$ cat src/sv/hcbp_pkg.sv
// Package for the Huffman code bit packer.
// Holds command codes, field widths and the types shared by the front end,
// the queue and the packer. No dependencies.
`default_nettype none

package hcbp_pkg;

  // Field widths fixed by the item format
  localparam int unsigned CmdW  = 2;
  localparam int unsigned SymW  = 8;
  localparam int unsigned CodeW = 8;
  localparam int unsigned LenW  = 4;
  localparam int unsigned ByteW = 8;
  localparam int unsigned CntW  = 3;

  // Command codes
  localparam logic [CmdW-1:0] CmdLoad   = 2'd0;
  localparam logic [CmdW-1:0] CmdEncode = 2'd1;
  localparam logic [CmdW-1:0] CmdFlush  = 2'd2;

  // One code table entry
  typedef struct packed {
    logic [LenW-1:0]  len;
    logic [CodeW-1:0] code;
  } hcbp_entry_t;

  // One classified request passed from the front end to the packer
  typedef struct packed {
    logic             flush;
    logic [LenW-1:0]  len;
    logic [CodeW-1:0] code;
  } hcbp_op_t;

endpackage

`default_nettype wire

$ cat src/sv/hcbp_if.sv
// Channel interfaces of the Huffman code bit packer: the request channel
// and the packed byte channel. Depends on hcbp_pkg.
`default_nettype none

interface hcbp_in_if
  import hcbp_pkg::*;
();
  logic            valid;
  logic            ready;
  logic [CmdW-1:0] command;
  logic [SymW-1:0] symbol;
  logic [CodeW-1:0] code_bits;
  logic [LenW-1:0] code_length;

  modport source (output valid, command, symbol, code_bits, code_length, input ready);
  modport sink   (input valid, command, symbol, code_bits, code_length, output ready);
endinterface

interface hcbp_out_if
  import hcbp_pkg::*;
();
  logic             valid;
  logic             ready;
  logic [ByteW-1:0] out_byte;
  logic [ByteW-1:0] pad_mask;
  logic             is_last;

  modport source (output valid, out_byte, pad_mask, is_last, input ready);
  modport sink   (input valid, out_byte, pad_mask, is_last, output ready);
endinterface

`default_nettype wire

$ cat src/sv/hcbp_front.sv
// Front end of the bit packer: accepts requests, writes and reads the code
// table, and hands encode and flush requests to the queue.
// Depends on hcbp_pkg and hcbp_in_if.
`default_nettype none

module hcbp_front
  import hcbp_pkg::*;
#(
  parameter int unsigned SYMBOL_COUNT = 256,
  parameter int unsigned MAX_CODE_LEN = 8,
  parameter int unsigned QUEUE_DEPTH  = 4
) (
  input  wire logic        clk_i,
  input  wire logic        rst_ni,
  hcbp_in_if.sink          in_i,
  input  wire logic [$clog2(QUEUE_DEPTH+1)-1:0] level_i,
  output logic             push_o,
  output hcbp_op_t         op_o
);

  localparam int unsigned AddrW = $clog2(SYMBOL_COUNT);
  localparam int unsigned LvlW  = $clog2(QUEUE_DEPTH + 1);

  hcbp_entry_t table_mem [SYMBOL_COUNT];
  hcbp_entry_t rd_q;
  hcbp_entry_t wr_entry;

  logic             s1_valid_q, s1_valid_d;
  logic             s1_flush_q;
  logic             accept;
  logic             in_range;
  logic             wr_en;
  logic             rd_en;
  logic [AddrW-1:0] addr;
  logic [LenW-1:0]  len_clamped;
  logic [CodeW:0]   len_mask;

  // Hold off new requests unless the queue has room for everything in flight
  assign in_i.ready = (({1'b0, level_i} + (LvlW+1)'(s1_valid_q))
                       < (LvlW+1)'(QUEUE_DEPTH));
  assign accept     = in_i.valid && in_i.ready;

  // Classify the request
  assign in_range = ({1'b0, in_i.symbol} < (SymW+1)'(SYMBOL_COUNT));
  assign addr     = in_i.symbol[AddrW-1:0];
  assign wr_en    = accept && (in_i.command == CmdLoad) && in_range;
  assign rd_en    = accept && (in_i.command == CmdEncode) && in_range;

  // Clamp the length and strip stray codeword bits
  assign len_clamped = (in_i.code_length > LenW'(MAX_CODE_LEN))
                       ? LenW'(MAX_CODE_LEN) : in_i.code_length;
  assign len_mask    = ((CodeW+1)'(1) << len_clamped) - (CodeW+1)'(1);
  assign wr_entry.len  = len_clamped;
  assign wr_entry.code = in_i.code_bits & len_mask[CodeW-1:0];

  // Code table with a registered read
  always_ff @(posedge clk_i) begin
    if (wr_en) begin
      table_mem[addr] <= wr_entry;
    end
    if (rd_en) begin
      rd_q <= table_mem[addr];
    end
  end

  // Track the request whose table read is in flight
  assign s1_valid_d = rd_en || (accept && (in_i.command == CmdFlush));

  always_ff @(posedge clk_i or negedge rst_ni) begin
    if (!rst_ni) begin
      s1_valid_q <= 1'b0;
    end else begin
      s1_valid_q <= s1_valid_d;
    end
  end

  always_ff @(posedge clk_i) begin
    if (accept) begin
      s1_flush_q <= (in_i.command == CmdFlush);
    end
  end

  // Hand the classified request to the queue
  assign push_o     = s1_valid_q;
  assign op_o.flush = s1_flush_q;
  assign op_o.len   = rd_q.len;
  assign op_o.code  = rd_q.code;

endmodule

`default_nettype wire

$ cat src/sv/hcbp_queue.sv
// Short request queue between the front end and the packer.
// Depends on hcbp_pkg.
`default_nettype none

module hcbp_queue
  import hcbp_pkg::*;
#(
  parameter int unsigned DEPTH = 4
) (
  input  wire logic      clk_i,
  input  wire logic      rst_ni,
  input  wire logic      push_i,
  input  wire hcbp_op_t  data_i,
  input  wire logic      pop_i,
  output hcbp_op_t       data_o,
  output logic           valid_o,
  output logic [$clog2(DEPTH+1)-1:0] level_o
);

  localparam int unsigned PtrW = (DEPTH > 1) ? $clog2(DEPTH) : 1;
  localparam int unsigned LvlW = $clog2(DEPTH + 1);

  hcbp_op_t        slots_q [DEPTH];
  logic [PtrW-1:0] wr_ptr_q, rd_ptr_q;
  logic [LvlW-1:0] level_q;
  logic            do_pop;

  assign do_pop  = pop_i && (level_q != '0);
  assign valid_o = (level_q != '0);
  assign data_o  = slots_q[rd_ptr_q];
  assign level_o = level_q;

  // Store pushed requests
  always_ff @(posedge clk_i) begin
    if (push_i) begin
      slots_q[wr_ptr_q] <= data_i;
    end
  end

  // Advance pointers and the fill level
  always_ff @(posedge clk_i or negedge rst_ni) begin
    if (!rst_ni) begin
      wr_ptr_q <= '0;
      rd_ptr_q <= '0;
      level_q  <= '0;
    end else begin
      if (push_i) begin
        wr_ptr_q <= (wr_ptr_q == PtrW'(DEPTH - 1)) ? '0 : wr_ptr_q + PtrW'(1);
      end
      if (do_pop) begin
        rd_ptr_q <= (rd_ptr_q == PtrW'(DEPTH - 1)) ? '0 : rd_ptr_q + PtrW'(1);
      end
      if (push_i && !do_pop) begin
        level_q <= level_q + LvlW'(1);
      end else if (!push_i && do_pop) begin
        level_q <= level_q - LvlW'(1);
      end
    end
  end

endmodule

`default_nettype wire

$ cat src/sv/hcbp_back.sv
// Packer back end: appends codewords to the byte accumulator, emits full
// bytes and the padded final byte into an output register.
// Depends on hcbp_pkg and hcbp_out_if.
`default_nettype none

module hcbp_back
  import hcbp_pkg::*;
(
  input  wire logic     clk_i,
  input  wire logic     rst_ni,
  input  wire hcbp_op_t op_i,
  input  wire logic     op_valid_i,
  output logic          pop_o,
  hcbp_out_if.source    out_o
);

  logic [ByteW-1:0] bits_q, bits_d;
  logic [CntW-1:0]  cnt_q, cnt_d;
  logic             out_valid_q;
  logic [ByteW-1:0] byte_q, mask_q;
  logic             last_q;

  logic             take;
  logic             has_result;
  logic [ByteW-1:0] res_byte, res_mask;
  logic [LenW-1:0]  total, spill;
  logic [ByteW-1:0] shifted;
  logic [ByteW-1:0] merged, head, spill_mask;

  // Take a request when the output register is free or being drained
  assign take  = op_valid_i && (!out_valid_q || out_o.ready);
  assign pop_o = take;

  // Shift-or datapath
  assign total      = LenW'(cnt_q) + op_i.len;
  assign spill      = total - LenW'(ByteW);
  assign shifted    = bits_q << op_i.len;
  assign merged     = shifted | op_i.code;
  assign head       = bits_q << (LenW'(ByteW) - LenW'(cnt_q));
  assign spill_mask = (ByteW'(1) << spill) - ByteW'(1);

  always_comb begin
    bits_d     = bits_q;
    cnt_d      = cnt_q;
    has_result = 1'b0;
    res_byte   = head;
    res_mask   = '0;
    if (op_i.flush) begin
      // Pad and close the stream
      has_result = 1'b1;
      res_mask   = 8'hFF >> cnt_q;
      bits_d     = '0;
      cnt_d      = '0;
    end else if (op_i.len == '0) begin
      // Empty codeword: nothing to append
    end else if (total < LenW'(ByteW)) begin
      bits_d = merged;
      cnt_d  = total[CntW-1:0];
    end else if (total == LenW'(ByteW)) begin
      has_result = 1'b1;
      res_byte   = merged;
      bits_d     = '0;
      cnt_d      = '0;
    end else begin
      // Codeword crosses the byte boundary: keep the low spill bits
      has_result = 1'b1;
      res_byte   = head | (op_i.code >> spill);
      bits_d     = op_i.code & spill_mask;
      cnt_d      = spill[CntW-1:0];
    end
  end

  // Accumulator and output valid
  always_ff @(posedge clk_i or negedge rst_ni) begin
    if (!rst_ni) begin
      bits_q      <= '0;
      cnt_q       <= '0;
      out_valid_q <= 1'b0;
    end else begin
      if (take) begin
        bits_q <= bits_d;
        cnt_q  <= cnt_d;
      end
      if (take && has_result) begin
        out_valid_q <= 1'b1;
      end else if (out_o.ready) begin
        out_valid_q <= 1'b0;
      end
    end
  end

  // Output payload
  always_ff @(posedge clk_i) begin
    if (take && has_result) begin
      byte_q <= res_byte;
      mask_q <= res_mask;
      last_q <= op_i.flush;
    end
  end

  assign out_o.valid    = out_valid_q;
  assign out_o.out_byte = byte_q;
  assign out_o.pad_mask = mask_q;
  assign out_o.is_last  = last_q;

endmodule

`default_nettype wire

$ cat src/sv/huffman_code_bit_packer.sv
// Huffman code bit packer, top level.
// Request channel in_i (sink): command, symbol, code_bits, code_length.
//   Load writes a code table entry, encode appends the symbol's codeword
//   MSB first, flush pads and emits the final byte with its pad mask.
// Result channel out_o (source): out_byte, pad_mask, is_last.
// Throughput: one request per cycle while in_i.ready is high, set by the single-port code table
//   (one write or one registered read per cycle) and the registered
//   shift-or update of the byte accumulator.
// A result passes from the table read register, loaded at the edge that accepts
//   its request, to a queue slot and then to the output register.
// Reset clears the accumulator, the queue and the output valid flag. The code
//   table is not cleared; each entry must be loaded before it is encoded.
// When the receiver stalls, the output register holds its byte, requests
//   collect in the queue, and in_i.ready falls once the queue slots and the
//   table read in flight are all taken.
// Depends on hcbp_pkg, hcbp_if, hcbp_front, hcbp_queue and hcbp_back.
`default_nettype none

module huffman_code_bit_packer
  import hcbp_pkg::*;
#(
  parameter int unsigned SYMBOL_COUNT = 256,
  parameter int unsigned MAX_CODE_LEN = 8,
  parameter int unsigned QUEUE_DEPTH  = 4
) (
  input  wire logic  clk_i,
  input  wire logic  rst_ni,
  hcbp_in_if.sink    in_i,
  hcbp_out_if.source out_o
);

  localparam int unsigned LvlW = $clog2(QUEUE_DEPTH + 1);

  logic            push;
  hcbp_op_t        push_op;
  hcbp_op_t        head_op;
  logic            head_valid;
  logic            pop;
  logic [LvlW-1:0] level;

  // Accept and classify requests, look up codewords
  hcbp_front #(
    .SYMBOL_COUNT (SYMBOL_COUNT),
    .MAX_CODE_LEN (MAX_CODE_LEN),
    .QUEUE_DEPTH  (QUEUE_DEPTH)
  ) u_front (
    .clk_i   (clk_i),
    .rst_ni  (rst_ni),
    .in_i    (in_i),
    .level_i (level),
    .push_o  (push),
    .op_o    (push_op)
  );

  // Decouple the front end from the packer
  hcbp_queue #(
    .DEPTH (QUEUE_DEPTH)
  ) u_queue (
    .clk_i   (clk_i),
    .rst_ni  (rst_ni),
    .push_i  (push),
    .data_i  (push_op),
    .pop_i   (pop),
    .data_o  (head_op),
    .valid_o (head_valid),
    .level_o (level)
  );

  // Pack codewords into bytes
  hcbp_back u_back (
    .clk_i      (clk_i),
    .rst_ni     (rst_ni),
    .op_i       (head_op),
    .op_valid_i (head_valid),
    .pop_o      (pop),
    .out_o      (out_o)
  );

endmodule

`default_nettype wire

$ cat src/flat_wrapper.sv
// flat-port wrapper written by rule: the top's interface ports become plain ports
module huffman_code_bit_packer_flat import hcbp_pkg::*;
#(
  parameter int unsigned SYMBOL_COUNT = 256,
  parameter int unsigned MAX_CODE_LEN = 8,
  parameter int unsigned QUEUE_DEPTH  = 4
)
  (clk_i, rst_ni, in_i_valid, in_i_command, in_i_symbol, in_i_code_bits, in_i_code_length, in_i_ready, out_o_valid, out_o_out_byte, out_o_pad_mask, out_o_is_last, out_o_ready);
  hcbp_in_if in_i_i ();
  hcbp_out_if out_o_i ();
  input  wire logic clk_i;
  input  wire logic rst_ni;
  input wire logic [$bits(in_i_i.valid)-1:0] in_i_valid;
  input wire logic [$bits(in_i_i.command)-1:0] in_i_command;
  input wire logic [$bits(in_i_i.symbol)-1:0] in_i_symbol;
  input wire logic [$bits(in_i_i.code_bits)-1:0] in_i_code_bits;
  input wire logic [$bits(in_i_i.code_length)-1:0] in_i_code_length;
  output wire logic [$bits(in_i_i.ready)-1:0] in_i_ready;
  output wire logic [$bits(out_o_i.valid)-1:0] out_o_valid;
  output wire logic [$bits(out_o_i.out_byte)-1:0] out_o_out_byte;
  output wire logic [$bits(out_o_i.pad_mask)-1:0] out_o_pad_mask;
  output wire logic [$bits(out_o_i.is_last)-1:0] out_o_is_last;
  input wire logic [$bits(out_o_i.ready)-1:0] out_o_ready;
  assign in_i_i.valid = in_i_valid;
  assign in_i_i.command = in_i_command;
  assign in_i_i.symbol = in_i_symbol;
  assign in_i_i.code_bits = in_i_code_bits;
  assign in_i_i.code_length = in_i_code_length;
  assign in_i_ready = in_i_i.ready;
  assign out_o_valid = out_o_i.valid;
  assign out_o_out_byte = out_o_i.out_byte;
  assign out_o_pad_mask = out_o_i.pad_mask;
  assign out_o_is_last = out_o_i.is_last;
  assign out_o_i.ready = out_o_ready;
  huffman_code_bit_packer #(.SYMBOL_COUNT(SYMBOL_COUNT), .MAX_CODE_LEN(MAX_CODE_LEN), .QUEUE_DEPTH(QUEUE_DEPTH)) u_core (.clk_i(clk_i), .rst_ni(rst_ni), .in_i(in_i_i), .out_o(out_o_i));
endmodule
$ cat config.mk
export PLATFORM = sky130hd
export DESIGN_NAME = huffman_code_bit_packer_flat
export DESIGN_NICKNAME = d
export VERILOG_FILES = /design/src/sv/hcbp_pkg.sv /design/src/sv/hcbp_if.sv /design/src/sv/hcbp_front.sv /design/src/sv/hcbp_queue.sv /design/src/sv/hcbp_back.sv /design/src/sv/huffman_code_bit_packer.sv /design/src/flat_wrapper.sv
export SDC_FILE = /design/constraint.sdc
export NUM_CORES = 2
export LEC_CHECK = 0
export BUFFER_PORTS_ARGS = -buffer_cell sky130_fd_sc_hd__buf_2
export CAP_MARGIN = 10
export CORE_AREA = 2 2 558 560
export DETAILED_ROUTE_END_ITERATION = 6
export DIE_AREA = 0 0 560 562
export PLACE_DENSITY_LB_ADDON = 0.15
export REMOVE_ABC_BUFFERS = 1
export SLEW_MARGIN = 10
export SYNTH_ARGS = -nofsm -noshare
export SYNTH_HDL_FRONTEND = slang
export SYNTH_SLANG_ARGS = --single-unit
$ cat constraint.sdc
create_clock -name clk_i -period 4.6 [get_ports clk_i]
set_input_delay 0.92 -clock clk_i [delete_from_list [all_inputs] [get_ports clk_i]]
set_output_delay 0.92 -clock clk_i [all_outputs]
set_load 0.05 [all_outputs]
==> flow_summary.json <==
{
  "status": "finished with violations",
  "violations": "DRC",
  "internal-power_uw": 50300,
  "crit_cells": 11,
  "ys.flop_type": "edfxtp_1",
  "fin_skew_ns": 0.0737,
  "critPathArrivalTime_ns": 4.68,
  "area_growth_pct": 17.5,
  "crit_slowest_cell": "mux4_2",
  "worst_r2r_startpoint": "u_core.u_queue.rd_ptr_q[0]$_DFFE_PN0P_",
  "cts_buffer_depth": 4,
  "rsz0062_at_grt": "false",
  "track_usage": 0.233,
  "cts_hold_buf": 1,
  "cts-root-buf": "clkbuf_16",
  "switching_share": 0.236,
  "netlist.area_leader.share": 0.769,
  "grt_pass1_wl_um": 512000,
  "synth-seq-area-share": 0.773,
  "worstPathCellList": "mux4_2, ha_1, a21oi_1, xnor2_1, nor2_1, nand3_1, ha_1, nand2_1, a21oi_1, nand3_1, o221ai_1",
  "r2r-end": "u_core.u_back.bits_q[6]$_DFFE_PN0P_",
  "worst-path-max-fanout": 13,
  "antenna_found_initial": 16,
  "drt-vias-per-instance": 5.83,
  "syn_area_sq_um": 123000,
  "ir_worst_vdd_mv": 0.299,
  "drive_gt1_frac": 0.332,
  "syn_area_per_cell_sq_um": 22.6,
  "drv_cap": 0,
  "dieWidth_um": 560,
  "synthTopCellsByArea": "edfxtp_1 (77%), mux4_2 (16%), mux2i_1 (1.3%)",
  "final_nets": 6258,
  "critPathLaunch": "u_core.u_queue.rd_ptr_q[0]$_DFFE_PN0P_",
  "cp-start-kind": "flip-flop",
  "die_area_sq_um": 315000,
  "pin_count": 45,
  "yosys_register_bits": 3174,
  "grt-ovfl-total": 0,
  "p_per_area_nw_per_um2": 456,
  "setup_tns_ns": 0,
  "dr_wl_met2_um": 174000,
  "synth_top_family_by_area": "multiplexers",
  "drv_slew": 0,
  "drt-total-wl_um": 372000,
  "drtAntennaViolNets": 0,
  "synthMuxAreaShare": 0.173,
  "routedWlPerCell_um": 35.0,
  "crit_buf_inv": 0,
  "fmax_mhz": 259,
  "grt_start_max_net_pins": 185,
  "route.vias.total": 62000,
  "regToRegSetupSlack_ns": 0.73,
  "hpwl_um": 237000,
  "synth_fa_ha_area_frac": 0.00175,
  "relSlewSlack": 0.0747,
  "hold_viol": 0,
  "drt_iter0_drc": 7913,
  "fin_crit_ns": 3.87,
  "coreArea_sq_um": 308000,
  "final-setup-viol-count": 0,
  "portBuffers": 44,
  "clk_latency_ns": 0.95,
  "finalPower_uw": 65900,
  "gp_congestion": 0.955,
  "reg2reg_depth": 11,
  "die_h_um": 562,
  "start_util": 0.399,
  "cts_max_level": 5,
  "grt_pass1_vias": 61900,
  "synthArstFlopShare": 0.00630,
  "power.net_switching_uw": 15600,
  "hold_slack_ns": 0.307,
  "cts_resized": 0,
  "cp.required_ns": 5.41,
  "yosysUniqueCellTypes": 71,
  "synthXorXnorAreaFrac": 0.000640,
  "rows": 204,
  "tightest_slew_ns": 1.39,
  "numCtsBuffers": 345,
  "cts_tree": "built",
  "routed-wl-met3_um": 27200,
  "drt-pass1-iter-count": 7,
  "p_leak_uw": 0.0463,
  "synth_edf_count": 3154,
  "ys.warnings.count": 0,
  "synth_largest_area_cell": "edfxtp_1",
  "cts_setup_buffers": 0,
  "fin_crit_sh": 0.841,
  "crit_type": "flip-flop to flip-flop",
  "timing.critical_path.slowest_cell_delay_ns": 0.75,
  "top_layer_used": "met4",
  "holdCritPathClass": "input pin to flip-flop",
  "syn_inst": 5438,
  "synth_compound_area_frac": 0.0167,
  "wl_met1_um": 157000,
  "clockPowerShare": 0.420,
  "crit_path_end_kind": "flip-flop",
  "clkTransAtPathRegs_ns": 0.06,
  "drc_errors": 1,
  "power_frac_comb": 0.089,
  "seqPwrFrac": 0.491,
  "path_delay_family": "multiplexers",
  "worstSetupEndpoint": "u_core.u_back.bits_q[6]$_DFFE_PN0P_",
  "numClockSinks": 3174,
  "synthSimpleGateAreaFrac": 0.0209
}
[worst min path at each step]
stage	from	end	cells after the start
after floorplan	u_core.u_front.op_o[0]$_DFFE_PP_	u_core.u_queue.slots_q[0][0]$_DFFE_PP_	0
after global placement	u_core.u_queue.level_o[2]$_DFFE_PN0P_	u_core.u_queue.level_o[2]$_DFFE_PN0P_	1
after detailed placement	u_core.u_queue.level_o[2]$_DFFE_PN0P_	u_core.u_queue.level_o[2]$_DFFE_PN0P_	1
after CTS	out_o_ready	u_core.u_back.out_o.valid$_DFFE_PN0P_	3
after global routing	out_o_ready	u_core.u_back.out_o.valid$_DFFE_PN0P_	3
final	out_o_ready	u_core.u_back.out_o.valid$_DFFE_PN0P_	3
[cell type report]
class | count | area (sq um)
Sequential cell | 3174 | 95200
Inverter | 19 | 78.8
Clock inverter | 207 | 2330
Timing Repair Buffer | 736 | 6430
Tap cell | 4120 | 5150
Antenna cell | 9 | 22.5
Multi-Input combinational cell | 1940 | 26400
Fill cell | 25600 | 164000
Clock buffer | 418 | 8970
[synth_stat cells, drive strengths merged (4+ instances only)]
cell type	instances
nor2	293
o21ai	28
nor4bb	5
ha	14
nand2	105
nor2b	17
nand4	7
o211ai	7
o21a	4
mux2	12
clkbuf	90
a21oi	50
a211oi	11
a221oi	5
nand3	28
mux4	866
a32oi	6
and2	13
xor2	4
or3	8
dfrtp	20
o31ai	5
o22ai	80
a31oi	4
inv	18
nor3	28
mux2i	164
edfxtp	3154
a22o	12
nor4	22
buf	215
xnor2	5
nand3b	6
a22oi	63
a21o	6
nand2b	10
or2	4
[cell families after synthesis]
group	count (synthesis)
compound gates	305
xor+xnor	9
fa+ha+maj	16
buf+inv	324
flops	3174
mux	1042
simple gates	568
[flip-flops by register name, summed over array words and instances, names as in the netlist]
signal	cells
u_core.u_back.bits_q	8
u_core.u_back.cnt_q	3
u_core.u_back.out_o.is_last	1
u_core.u_back.out_o.out_byte	8
u_core.u_back.out_o.pad_mask	8
u_core.u_back.out_o.valid	1
u_core.u_front.op_o	12
u_core.u_front.push_o	1
u_core.u_front.s1_flush_q	1
u_core.u_front.table_mem	3072
u_core.u_queue.level_o	3
u_core.u_queue.rd_ptr_q	2
u_core.u_queue.slots_q	52
u_core.u_queue.wr_ptr_q	2
[layout by cell type, fill, tap and decap left out, types with 16 or more instances in the layout]
master	count
nor2_1	292
dfrtp_1	20
clkinv_2	58
nand2_1	94
nor3_1	16
nand3_1	25
mux4_2	866
buf_2	38
edfxtp_1	3154
mux2i_1	164
o22ai_1	80
o21ai_0	26
bufinv_16	37
a22oi_1	63
a21oi_1	50
buf_12	77
clkbuf_1	69
inv_1	16
nor4_1	20
clkinv_1	68
buf_4	615
clkbuf_16	347
[through the flow]
step / utilization / setup WS, ns / area (sq um) / std cells
2_1_floorplan: - / -4.67 / 121000 / 5133
3_3_place_gp: 0.432 / -0.167 / 133000 / 9988
3_5_place_dp: 0.432 / -0.157 / 133000 / 9988
4_1_cts: 0.469 / 0.711 / 145000 / 10600
5_1_grt: 0.469 / 0.517 / 145000 / 10600
6_report: 0.469 / 0.732 / 145000 / 10600
[metal layers]
metal | vias to the layer above | global-route usage
met1 | 34100 | 0.333
li1 | 24700 | -
met5 | - | 0
met2 | 2565 | 0.365
met3 | 539 | 0.0409
met4 | 0 | 0.0774
[power groups by stage]
stage                     Sequential [uW]  Combinational (uW)  Clock [uW]
after floorplan                     33400                2820           0
after CTS                           32400                5870       28200
after detailed placement            33000                5850           0
after global routing                32400                6170       29300
final                               32400                5850       27700
after global placement              33000                5790           0
[worst register-to-register path: stages (launching register included)]
cell and delay, ns:
dfrtp_1 0.70, mux4_2 0.76, ha_1 0.41, a21oi_1 0.12, xnor2_1 0.66, nor2_1 0.15, nand3_1 0.13, ha_1 0.31
nand2_1 0.09, a21oi_1 0.16, nand3_1 0.11, o221ai_1 0.19
(Power assumes the default switching activity.)
